==> config.mk <==
export PLATFORM = sky130hd
export DESIGN_NAME = disk_seek_latency_model_top
export DESIGN_NICKNAME = d
export VERILOG_FILES = /design/src/rtl/dslm_pkg.sv /design/src/rtl/disk_seek_latency_model_top.sv
export SDC_FILE = /design/constraint.sdc
export NUM_CORES = 2
export LEC_CHECK = 0
export ABC_CLOCK_PERIOD_IN_PS = 16900
export BUFFER_PORTS_ARGS = -buffer_cell sky130_fd_sc_hd__buf_2
export CAP_MARGIN = 25
export CORE_ASPECT_RATIO = 1.5
export CORE_MARGIN = 2
export CORE_UTILIZATION = 64
export CTS_CLUSTER_SIZE = 20
export DETAILED_ROUTE_END_ITERATION = 7
export GPL_ROUTABILITY_DRIVEN = 0
export PLACE_DENSITY = 0.87
export SETUP_SLACK_MARGIN = 0.4
export SLEW_MARGIN = 15
export SYNTH_ARGS = -nofsm -noshare
export SYNTH_HDL_FRONTEND = slang
export SYNTH_SLANG_ARGS = --single-unit
==> constraint.sdc <==
create_clock -name i_clk -period 16.9 [get_ports i_clk]
set_input_delay 3.38 -clock i_clk [delete_from_list [all_inputs] [get_ports i_clk]]
set_output_delay 3.38 -clock i_clk [all_outputs]
set_load 0.1 [all_outputs]
==> src/rtl/dslm_pkg.sv <==
// ---------------------------------------------------------------------------
// dslm_pkg: disk seek latency model shared definitions
// Field widths, stream packing and constant-divide reciprocals.
// ---------------------------------------------------------------------------
package dslm_pkg;

    localparam int NUM_DRIVES          = 8;
    localparam int SECTORS_PER_TRACK   = 63;
    localparam int TRACKS_PER_CYLINDER = 4;

    localparam int FUNC_W  = 2;
    localparam int DRV_W   = 3;
    localparam int ADDR_W  = 24;
    localparam int PHASE_W = 3;
    localparam int CYL_W   = 17;
    localparam int SEC_W   = 6;
    localparam int TICK_W  = 14;
    localparam int ZRUN_W  = 3;
    localparam int MASK_W  = 8;
    localparam int PHASES_W = MASK_W * PHASE_W;

    localparam int CYL_STEP_DIV     = 5;
    localparam int CYL_CHANGE_COST  = 3;
    localparam int SECTORS_PER_TICK = 3;
    localparam int ZERO_RUN_LIMIT   = 3;
    localparam int TICK_MAX         = (1 << TICK_W) - 1;

    // address / (sectors * tracks) by reciprocal, exact for ADDR_W-bit inputs
    localparam int CYL_DIV      = SECTORS_PER_TRACK * TRACKS_PER_CYLINDER;
    localparam int CYL_SHIFT    = 32;
    localparam int CYL_RECIP_W  = 25;
    localparam int CYL_PROD_W   = ADDR_W + CYL_RECIP_W;
    localparam logic [CYL_RECIP_W-1:0] CYL_RECIP =
        CYL_RECIP_W'(((64'd1 << CYL_SHIFT) + 64'(CYL_DIV) - 64'd1) / 64'(CYL_DIV));

    // cylinder distance / step divisor
    localparam int DIST_SHIFT   = 20;
    localparam int DIST_RECIP_W = 18;
    localparam int DIST_PROD_W  = CYL_W + DIST_RECIP_W;
    localparam int DIST_Q_W     = 15;
    localparam logic [DIST_RECIP_W-1:0] DIST_RECIP =
        DIST_RECIP_W'(((64'd1 << DIST_SHIFT) + 64'(CYL_STEP_DIV) - 64'd1) / 64'(CYL_STEP_DIV));

    // sector gap / sectors per tick
    localparam int GAP_SHIFT    = 7;
    localparam int GAP_RECIP_W  = 6;
    localparam int GAP_PROD_W   = SEC_W + GAP_RECIP_W;
    localparam int GAP_Q_W      = GAP_PROD_W - GAP_SHIFT;
    localparam logic [GAP_RECIP_W-1:0] GAP_RECIP =
        GAP_RECIP_W'(((64'd1 << GAP_SHIFT) + 64'(SECTORS_PER_TICK) - 64'd1)
                     / 64'(SECTORS_PER_TICK));

    localparam int RAW_TICK_W = 16;

    // stream packing
    localparam int IN_DRIVE_LSB = 0;
    localparam int IN_ADDR_LSB  = IN_DRIVE_LSB + DRV_W;
    localparam int IN_PHASE_LSB = IN_ADDR_LSB + ADDR_W;
    localparam int IN_SPIN_LSB  = IN_PHASE_LSB + PHASE_W;
    localparam int IN_TDATA_W   = 32;

    localparam int OUT_TICKS_LSB  = 0;
    localparam int OUT_DONE_LSB   = OUT_TICKS_LSB + TICK_W;
    localparam int OUT_PHASES_LSB = OUT_DONE_LSB + MASK_W;
    localparam int OUT_BUSY_LSB   = OUT_PHASES_LSB + PHASES_W;
    localparam int OUT_USED_W     = OUT_BUSY_LSB + MASK_W;
    localparam int OUT_TDATA_W    = 56;

    typedef enum logic [FUNC_W-1:0] {
        FUNC_SEEK = 2'd0,
        FUNC_TICK = 2'd1,
        FUNC_SPIN = 2'd2
    } t_func;

endpackage

==> src/rtl/disk_seek_latency_model_top.sv <==
// ---------------------------------------------------------------------------
// disk_seek_latency_model_top: seek and rotation latency model
// Per-drive seek timing, tick countdown and platter rotation for up to eight
// disks, one result per request.
// ---------------------------------------------------------------------------
// Path: a request presented with tvalid passes the input register, then the result
//   register; drive state updates with the result, in one per-drive pass.
// Throughput: one request per cycle while m_axis_tready does not stall the result.
// Reset: synchronous, active low; clears all drive state, the present mask
//   and both pipeline valids.
module disk_seek_latency_model_top #(
    parameter int NUM_DRIVES = dslm_pkg::NUM_DRIVES
) (
    input  logic                             i_clk,
    input  logic                             i_rst_n,
    // configuration: drive_present_mask
    input  logic                             i_cfg_valid,
    output logic                             o_cfg_ready,
    input  logic [dslm_pkg::MASK_W-1:0]      i_cfg_data,
    // request stream
    input  logic                             s_axis_tvalid,
    output logic                             s_axis_tready,
    // drive[2:0], block_address[26:3], next_phase[29:27], spin_on[30], zero[31]
    input  logic [dslm_pkg::IN_TDATA_W-1:0]  s_axis_tdata,
    // func[1:0]
    input  logic [dslm_pkg::FUNC_W-1:0]      s_axis_tuser,
    // result stream
    output logic                             m_axis_tvalid,
    input  logic                             m_axis_tready,
    // seek_ticks[13:0], done_mask[21:14], done_phases[45:22], busy_mask[53:46],
    // zero[55:54]
    output logic [dslm_pkg::OUT_TDATA_W-1:0] m_axis_tdata
);

    localparam logic [dslm_pkg::DRV_W:0] DRV_LIMIT = (dslm_pkg::DRV_W + 1)'(NUM_DRIVES);

    // configuration
    logic [dslm_pkg::MASK_W-1:0] r_present;

    // input register
    logic                          r_in_valid;
    logic [dslm_pkg::FUNC_W-1:0]   r_in_func;
    logic [dslm_pkg::DRV_W-1:0]    r_in_drive;
    logic [dslm_pkg::PHASE_W-1:0]  r_in_phase;
    logic                          r_in_spin;
    logic [dslm_pkg::CYL_W-1:0]    r_in_cyl;
    logic [dslm_pkg::SEC_W-1:0]    r_in_sec;

    // result register
    logic                              r_out_valid;
    logic [dslm_pkg::OUT_TDATA_W-1:0]  r_out_data;
    logic [dslm_pkg::OUT_TDATA_W-1:0]  n_out_data;

    // drive state
    logic [dslm_pkg::CYL_W-1:0]   r_head  [NUM_DRIVES];
    logic [dslm_pkg::SEC_W-1:0]   r_plat  [NUM_DRIVES];
    logic [dslm_pkg::TICK_W-1:0]  r_rem   [NUM_DRIVES];
    logic                         r_seek  [NUM_DRIVES];
    logic                         r_spin  [NUM_DRIVES];
    logic [dslm_pkg::ZRUN_W-1:0]  r_zrun  [NUM_DRIVES];
    logic [dslm_pkg::CYL_W-1:0]   r_tcyl  [NUM_DRIVES];
    logic [dslm_pkg::SEC_W-1:0]   r_tsec  [NUM_DRIVES];
    logic [dslm_pkg::PHASE_W-1:0] r_pphase[NUM_DRIVES];

    logic [dslm_pkg::CYL_W-1:0]   n_head  [NUM_DRIVES];
    logic [dslm_pkg::SEC_W-1:0]   n_plat  [NUM_DRIVES];
    logic [dslm_pkg::TICK_W-1:0]  n_rem   [NUM_DRIVES];
    logic                         n_seek  [NUM_DRIVES];
    logic                         n_spin  [NUM_DRIVES];
    logic [dslm_pkg::ZRUN_W-1:0]  n_zrun  [NUM_DRIVES];
    logic [dslm_pkg::CYL_W-1:0]   n_tcyl  [NUM_DRIVES];
    logic [dslm_pkg::SEC_W-1:0]   n_tsec  [NUM_DRIVES];
    logic [dslm_pkg::PHASE_W-1:0] n_pphase[NUM_DRIVES];

    // handshake
    logic w_advance;
    assign w_advance     = r_in_valid && (!r_out_valid || m_axis_tready);
    assign s_axis_tready = !r_in_valid || w_advance;
    assign o_cfg_ready   = 1'b1;
    assign m_axis_tvalid = r_out_valid;
    assign m_axis_tdata  = r_out_data;

    // address split ahead of the input register
    logic [dslm_pkg::ADDR_W-1:0]     w_s_addr;
    logic [dslm_pkg::CYL_PROD_W-1:0] w_s_cyl_prod;
    logic [7:0]                      w_s_digsum;
    logic [6:0]                      w_s_fold;
    logic [dslm_pkg::SEC_W-1:0]      w_s_sec;

    assign w_s_addr     = s_axis_tdata[dslm_pkg::IN_ADDR_LSB +: dslm_pkg::ADDR_W];
    assign w_s_cyl_prod = dslm_pkg::CYL_PROD_W'(w_s_addr)
                        * dslm_pkg::CYL_PROD_W'(dslm_pkg::CYL_RECIP);
    // mod 63: 64 == 1 (mod 63), so sum the 6-bit digits and fold
    assign w_s_digsum = 8'(w_s_addr[5:0]) + 8'(w_s_addr[11:6])
                      + 8'(w_s_addr[17:12]) + 8'(w_s_addr[23:18]);
    assign w_s_fold   = 7'(w_s_digsum[7:6]) + 7'(w_s_digsum[5:0]);
    assign w_s_sec    = (w_s_fold >= 7'(dslm_pkg::SECTORS_PER_TRACK))
                      ? dslm_pkg::SEC_W'(w_s_fold - 7'(dslm_pkg::SECTORS_PER_TRACK))
                      : dslm_pkg::SEC_W'(w_s_fold);

    // seek latency for the addressed drive
    logic                              w_drv_ok;
    logic [dslm_pkg::CYL_W-1:0]        w_sel_head;
    logic [dslm_pkg::SEC_W-1:0]        w_sel_plat;
    logic [dslm_pkg::ZRUN_W-1:0]       w_sel_zrun;
    logic [dslm_pkg::CYL_W-1:0]        w_dist;
    logic [dslm_pkg::DIST_PROD_W-1:0]  w_dist_prod;
    logic [6:0]                        w_gap_full;
    logic [dslm_pkg::SEC_W-1:0]        w_gap;
    logic [dslm_pkg::GAP_PROD_W-1:0]   w_gap_prod;
    logic [dslm_pkg::RAW_TICK_W-1:0]   w_raw_ticks;
    logic [dslm_pkg::TICK_W-1:0]       w_sat_ticks;
    logic [6:0]                        w_zrun_sum;
    logic [dslm_pkg::TICK_W-1:0]       w_ticks;
    logic [dslm_pkg::ZRUN_W-1:0]       w_zrun_next;

    assign w_drv_ok = {1'b0, r_in_drive} < DRV_LIMIT;

    always_comb begin
        w_sel_head = '0;
        w_sel_plat = '0;
        w_sel_zrun = '0;
        for (int d = 0; d < NUM_DRIVES; d++) begin
            if (dslm_pkg::DRV_W'(d) == r_in_drive) begin
                w_sel_head = r_head[d];
                w_sel_plat = r_plat[d];
                w_sel_zrun = r_zrun[d];
            end
        end
    end

    assign w_dist      = (r_in_cyl > w_sel_head) ? r_in_cyl - w_sel_head
                                                 : w_sel_head - r_in_cyl;
    assign w_dist_prod = dslm_pkg::DIST_PROD_W'(w_dist)
                       * dslm_pkg::DIST_PROD_W'(dslm_pkg::DIST_RECIP);
    assign w_gap_full  = (r_in_sec >= w_sel_plat)
                       ? 7'(r_in_sec) - 7'(w_sel_plat)
                       : 7'(r_in_sec) + 7'(dslm_pkg::SECTORS_PER_TRACK) - 7'(w_sel_plat);
    assign w_gap       = w_gap_full[dslm_pkg::SEC_W-1:0];
    assign w_gap_prod  = dslm_pkg::GAP_PROD_W'(w_gap)
                       * dslm_pkg::GAP_PROD_W'(dslm_pkg::GAP_RECIP);
    assign w_raw_ticks =
        dslm_pkg::RAW_TICK_W'(w_dist_prod[dslm_pkg::DIST_SHIFT +: dslm_pkg::DIST_Q_W])
      + ((r_in_cyl != w_sel_head) ? dslm_pkg::RAW_TICK_W'(dslm_pkg::CYL_CHANGE_COST)
                                  : '0)
      + dslm_pkg::RAW_TICK_W'(w_gap_prod[dslm_pkg::GAP_SHIFT +: dslm_pkg::GAP_Q_W]);
    assign w_sat_ticks = (w_raw_ticks > dslm_pkg::RAW_TICK_W'(dslm_pkg::TICK_MAX))
                       ? dslm_pkg::TICK_W'(dslm_pkg::TICK_MAX)
                       : w_raw_ticks[dslm_pkg::TICK_W-1:0];
    assign w_zrun_sum  = 7'(w_sel_zrun) + 7'(w_gap);

    always_comb begin
        w_ticks     = w_sat_ticks;
        w_zrun_next = '0;
        if (w_sat_ticks == '0) begin
            if (w_zrun_sum > 7'(dslm_pkg::ZERO_RUN_LIMIT)) begin
                w_ticks = dslm_pkg::TICK_W'(1);
            end else begin
                w_zrun_next = w_zrun_sum[dslm_pkg::ZRUN_W-1:0];
            end
        end
    end

    // per-drive next state and result
    logic [dslm_pkg::TICK_W-1:0]   w_res_ticks;
    logic [dslm_pkg::MASK_W-1:0]   w_done;
    logic [dslm_pkg::PHASES_W-1:0] w_phases;
    logic [dslm_pkg::MASK_W-1:0]   w_busy;
    logic [6:0]                    w_rot [NUM_DRIVES];

    always_comb begin
        w_res_ticks = '0;
        w_done      = '0;
        w_phases    = '0;
        w_busy      = '0;
        for (int d = 0; d < NUM_DRIVES; d++) begin
            n_head[d]   = r_head[d];
            n_plat[d]   = r_plat[d];
            n_rem[d]    = r_rem[d];
            n_seek[d]   = r_seek[d];
            n_spin[d]   = r_spin[d];
            n_zrun[d]   = r_zrun[d];
            n_tcyl[d]   = r_tcyl[d];
            n_tsec[d]   = r_tsec[d];
            n_pphase[d] = r_pphase[d];
            w_rot[d]    = 7'(r_plat[d]) + 7'(dslm_pkg::SECTORS_PER_TICK);
        end
        case (dslm_pkg::t_func'(r_in_func))
            dslm_pkg::FUNC_SEEK: begin
                if (w_drv_ok) begin
                    w_res_ticks = w_ticks;
                    for (int d = 0; d < NUM_DRIVES; d++) begin
                        if (dslm_pkg::DRV_W'(d) == r_in_drive) begin
                            n_seek[d]   = 1'b1;
                            n_rem[d]    = w_ticks;
                            n_zrun[d]   = w_zrun_next;
                            n_tcyl[d]   = r_in_cyl;
                            n_tsec[d]   = r_in_sec;
                            n_pphase[d] = r_in_phase;
                        end
                    end
                end
            end
            dslm_pkg::FUNC_TICK: begin
                for (int d = 0; d < NUM_DRIVES; d++) begin
                    if (r_present[d]) begin
                        if (r_seek[d] && r_rem[d] <= dslm_pkg::TICK_W'(1)) begin
                            n_seek[d] = 1'b0;
                            n_rem[d]  = '0;
                            n_plat[d] = r_tsec[d];
                            n_head[d] = r_tcyl[d];
                            w_done[d] = 1'b1;
                            w_phases[d*dslm_pkg::PHASE_W +: dslm_pkg::PHASE_W] = r_pphase[d];
                        end else if (r_rem[d] != '0) begin
                            n_rem[d] = r_rem[d] - dslm_pkg::TICK_W'(1);
                        end else if (r_spin[d]) begin
                            n_plat[d] = (w_rot[d] >= 7'(dslm_pkg::SECTORS_PER_TRACK))
                                ? dslm_pkg::SEC_W'(w_rot[d] - 7'(dslm_pkg::SECTORS_PER_TRACK))
                                : dslm_pkg::SEC_W'(w_rot[d]);
                        end
                    end
                end
            end
            dslm_pkg::FUNC_SPIN: begin
                for (int d = 0; d < NUM_DRIVES; d++) begin
                    if (w_drv_ok && dslm_pkg::DRV_W'(d) == r_in_drive) begin
                        n_spin[d] = r_in_spin;
                    end
                end
            end
            default: begin
            end
        endcase
        for (int d = 0; d < NUM_DRIVES; d++) begin
            w_busy[d] = n_seek[d];
        end
    end

    assign n_out_data = {{(dslm_pkg::OUT_TDATA_W - dslm_pkg::OUT_USED_W){1'b0}},
                         w_busy, w_phases, w_done, w_res_ticks};

    always_ff @(posedge i_clk) begin
        if (!i_rst_n) begin
            r_present   <= '0;
            r_in_valid  <= 1'b0;
            r_out_valid <= 1'b0;
            for (int d = 0; d < NUM_DRIVES; d++) begin
                r_head[d]   <= '0;
                r_plat[d]   <= '0;
                r_rem[d]    <= '0;
                r_seek[d]   <= 1'b0;
                r_spin[d]   <= 1'b0;
                r_zrun[d]   <= '0;
                r_tcyl[d]   <= '0;
                r_tsec[d]   <= '0;
                r_pphase[d] <= '0;
            end
        end else begin
            if (i_cfg_valid && o_cfg_ready) begin
                r_present <= i_cfg_data;
            end
            if (s_axis_tready) begin
                r_in_valid <= s_axis_tvalid;
            end
            if (w_advance) begin
                r_out_valid <= 1'b1;
                for (int d = 0; d < NUM_DRIVES; d++) begin
                    r_head[d]   <= n_head[d];
                    r_plat[d]   <= n_plat[d];
                    r_rem[d]    <= n_rem[d];
                    r_seek[d]   <= n_seek[d];
                    r_spin[d]   <= n_spin[d];
                    r_zrun[d]   <= n_zrun[d];
                    r_tcyl[d]   <= n_tcyl[d];
                    r_tsec[d]   <= n_tsec[d];
                    r_pphase[d] <= n_pphase[d];
                end
            end else if (m_axis_tready) begin
                r_out_valid <= 1'b0;
            end
        end
    end

    // payload registers
    always_ff @(posedge i_clk) begin
        if (s_axis_tready && s_axis_tvalid) begin
            r_in_func  <= s_axis_tuser;
            r_in_drive <= s_axis_tdata[dslm_pkg::IN_DRIVE_LSB +: dslm_pkg::DRV_W];
            r_in_phase <= s_axis_tdata[dslm_pkg::IN_PHASE_LSB +: dslm_pkg::PHASE_W];
            r_in_spin  <= s_axis_tdata[dslm_pkg::IN_SPIN_LSB];
            r_in_cyl   <= w_s_cyl_prod[dslm_pkg::CYL_SHIFT +: dslm_pkg::CYL_W];
            r_in_sec   <= w_s_sec;
        end
        if (w_advance) begin
            r_out_data <= n_out_data;
        end
    end

`ifndef SYNTHESIS
    // a drive that completes on a tick is no longer busy
    a_done_not_busy: assert property (@(posedge i_clk) disable iff (!i_rst_n)
        r_out_valid |->
        ((r_out_data[dslm_pkg::OUT_DONE_LSB +: dslm_pkg::MASK_W]
          & r_out_data[dslm_pkg::OUT_BUSY_LSB +: dslm_pkg::MASK_W]) == '0))
        else $error("completed drive still busy");

    // seek latency and completions never share one result
    a_seek_no_done: assert property (@(posedge i_clk) disable iff (!i_rst_n)
        (r_out_valid && r_out_data[dslm_pkg::OUT_TICKS_LSB +: dslm_pkg::TICK_W] != '0) |->
        (r_out_data[dslm_pkg::OUT_DONE_LSB +: dslm_pkg::MASK_W] == '0))
        else $error("seek result carries completions");

    // a held request is not dropped
    a_in_hold: assert property (@(posedge i_clk) disable iff (!i_rst_n)
        (r_in_valid && !w_advance) |=> (r_in_valid && $stable(r_in_func)
                                        && $stable(r_in_drive)))
        else $error("stalled request lost");

    // a result leaves only when taken
    a_out_taken: assert property (@(posedge i_clk) disable iff (!i_rst_n)
        ($fell(r_out_valid) && $past(i_rst_n)) |-> $past(m_axis_tready))
        else $error("result dropped without handshake");
`endif

endmodule
==> summary.txt <==
Status
  – Status: completed

Final layout
  – Final nets: 4474
  – Most frequent cells in the layout: edfxtp_1 (629), ha_1 (411), inv_1 (405)
  – Layout cells sized above 1: 8.27%
  – Area Growth Syn to Fin: 8.59%
  – Commonest non-fill, non-tap cell in the layout: edfxtp_1
  – Ant diodes: 0

Synth
  – Synth Flop Type: edfxtp_1
  – Cell Area, Synth: 41600 um^2
  – Top-area cell type share of the netlist area: a little under half
  – Biggest area consumer among synthesized cells: edfxtp_1
  – Yosys cell types: 85
  – Syn_area_per_cell: 11.0 um^2
  – Synth warn: 0
  – Seq/Total Area, Yosys: 45.9%
  – Largest cells by area after synthesis: edfxtp_1 (45%), ha_1 (12%), fa_1 (7.1%), inv_1 (3.7%), a21oi_1 (2.7%)
  – Ys async rst share: 0%
  – Number of flops mapped to enable cells by yosys: 629
  – Yosys reg bits: 640
  – Cell count after synthesis: 3781

STA
  – Clock Skews: 44.2 ps
  – Setup TNS: 0 ps
  – Final hold violations: 0
  – Slew margin rel.: approximately 25%
  – Final setup fails: 0
  – Fmax: 0.0647 GHz
  – Fin. max-slew vios: 0
  – Tmin final: 15460 ps
  – Final period util: 91.5%
  – RSZ-0062 raised after global routing: false
  – Worst-margin pin slew: ~1100 ps

Worst hold path
  – HP Class: reg -> reg

Floorplan
  – FP Rows: 114
  – Io pins: about 110
  – Core area: ~64000 um^2
  – Die H: 316 um
  – Die area: 67200 um^2
  – Starting density of the core: 64.6%
  – Die Width: 212 um

Routing
  – Routed wire per std cell: approximately 22 um
  – Post-detailed-route DRC marker count: 0
  – WL met2: ~55 mm
  – Detailed-route via count: 30500
  – Vias/cell: roughly 6.4
  – DR top layer: met4
  – M1 wire length: approximately 35 mm
  – WL final: ~110 mm
  – Post-route ant nets: 0
  – Starting DRC count in detailed routing: 2800
  – First-pass DRT Iterations: 6
  – Met3 wire len: approximately 8.2 mm

Clock network
  – H-tree depth: 2
  – Post-CTS setup buffers: 0
  – CTS buffer count: 56
  – Clk Latency, worst-skew pair: 650 ps
  – CTS tree: yes
  – Post-cts hold buffer count: 0
  – Post-CTS sizing: 0
  – Clk buf depth: 3
  – Clock transition at path regs: 70 ps
  – Clock net sink count: 640
  – Clk root buf: clkbuf_16

Critical path
  – Required @ worst endpoint: 17200 ps
  – Crit end category: flip-flop
  – CP Max Fanout: 57
  – Critical path's largest stage delay: between 800 and 900 ps
  – CP Launch Type: flip-flop
  – WS Path Type: reg -> reg
  – Worst path slowest cell: nor4_1
  – Crit path top cell by count: ha_1
  – Worst path arrival time: approximately 16000 ps

Global route
  – GR Overflow Total: 0
  – Largest net degree at the start of global routing: around 130
  – Vias in the first global route: roughly 31000
  – GRT Total Usage: 32.1%
  – Number of antenna violations at the first check in global routing: 0
  – Global-route wire length before repair: 164 mm

Place
  – Port Buf Inserts: just over 100
  – Post-DP HPWL: 76.8 mm

Flow run
  – Max cap viols: 0
## path summary, 6_finish.rpt
check                     start             to  slack (ps)  cells past startpoint
setup / recovery  r_in_drive[0]   r_zrun[0][6]        1440                     49
hold / removal    r_tcyl[1][40]  r_head[1][40]         520                      1
setup reg to reg  r_in_drive[0]   r_zrun[0][6]        1440                     49
hold reg to reg   r_tcyl[1][40]  r_head[1][40]         520                      1
## critical path: cells and delay by family (launching register included)
kind	cells	cell delay (ps)
compound gates	16	2900
xor+xnor	2	790
fa+ha+maj	10	4180
buf+inv	6	650
flops	1	640
mux	2	730
simple gates	13	5160
## per-stage QoR
step,cells,setup WS (ps),area [um^2],hold slack [ps],util (%)
after global placement,4667,2230,43200,501,67.0
final,4786,1440,45200,515,70.1
after floorplan,3790,3870,41700,487,-
after CTS,4780,1850,45200,517,70.0
after global routing,4786,658,45200,535,70.1
after detailed placement,4675,1990,43300,501,67.1
## metal layers
layer  vias to the layer above  global-route usage, %
met3                       550                   4.64
met1                     14600                   33.1
met5                         -                      0
met4                         0                   26.5
met2                      1748                   57.5
li1                      13600                      -
## cell usage after synthesis (14+ instances only)
cell type / n
a31oi_1: 21
o211ai_1: 29
a211oi_1: 24
xor2_1: 101
nor2b_1: 37
nor3_1: 71
nor4_1: 36
clkbuf_1: 108
o21bai_1: 14
a21oi_1: 222
or4_1: 15
mux4_2: 16
xnor2_1: 105
o21ai_0: 161
inv_1: 406
ha_1: 411
or3_1: 28
mux2i_1: 61
o22ai_1: 16
mux2_2: 18
nand2_1: 256
fa_1: 147
a21o_1: 48
nor2_1: 276
nand3_1: 66
and3_1: 117
and2_1: 107
edfxtp_1: 629
nand2b_1: 28
nand4_1: 23
## cell type report
cell class	instances	area (um^2)
timing repair buffer	153	956
tap	870	1090
clock inverter	37	362
multi-input combinational	2610	20600
fill	4279	19300
inverter	408	1530
sequential	640	19100
clock buffer	68	1530
## sequential cells by signal, summed over array words and instances, names as in the netlist
name / flops
r_in_drive: 3
m_axis_tdata: 54
r_present: 8
r_tcyl: 136
r_spin: 8
r_in_spin: 1
r_in_sec: 6
r_seek: 8
r_pphase: 24
r_in_func: 2
r_in_valid: 1
r_tsec: 48
r_rem: 112
r_head: 136
m_axis_tvalid: 1
r_plat: 48
r_in_cyl: 17
r_zrun: 24
r_in_phase: 3
## logic make-up (layout without fill, tap and decap cells)
family	count (synthesis)	count (layout)	synth area share, %
simple gates	1100	1100	13.2
flops	640	640	45.9
compound gates	638	638	9.37
fa+ha+maj	560	560	19.5
buf+inv	540	666	4.92
xor+xnor	206	206	4.33
mux	95	95	2.82
other cells	2	11	0.0180
Power is not shown: default switching activity piles up to over one toggle a cycle in this logic, so the estimate is an artifact.
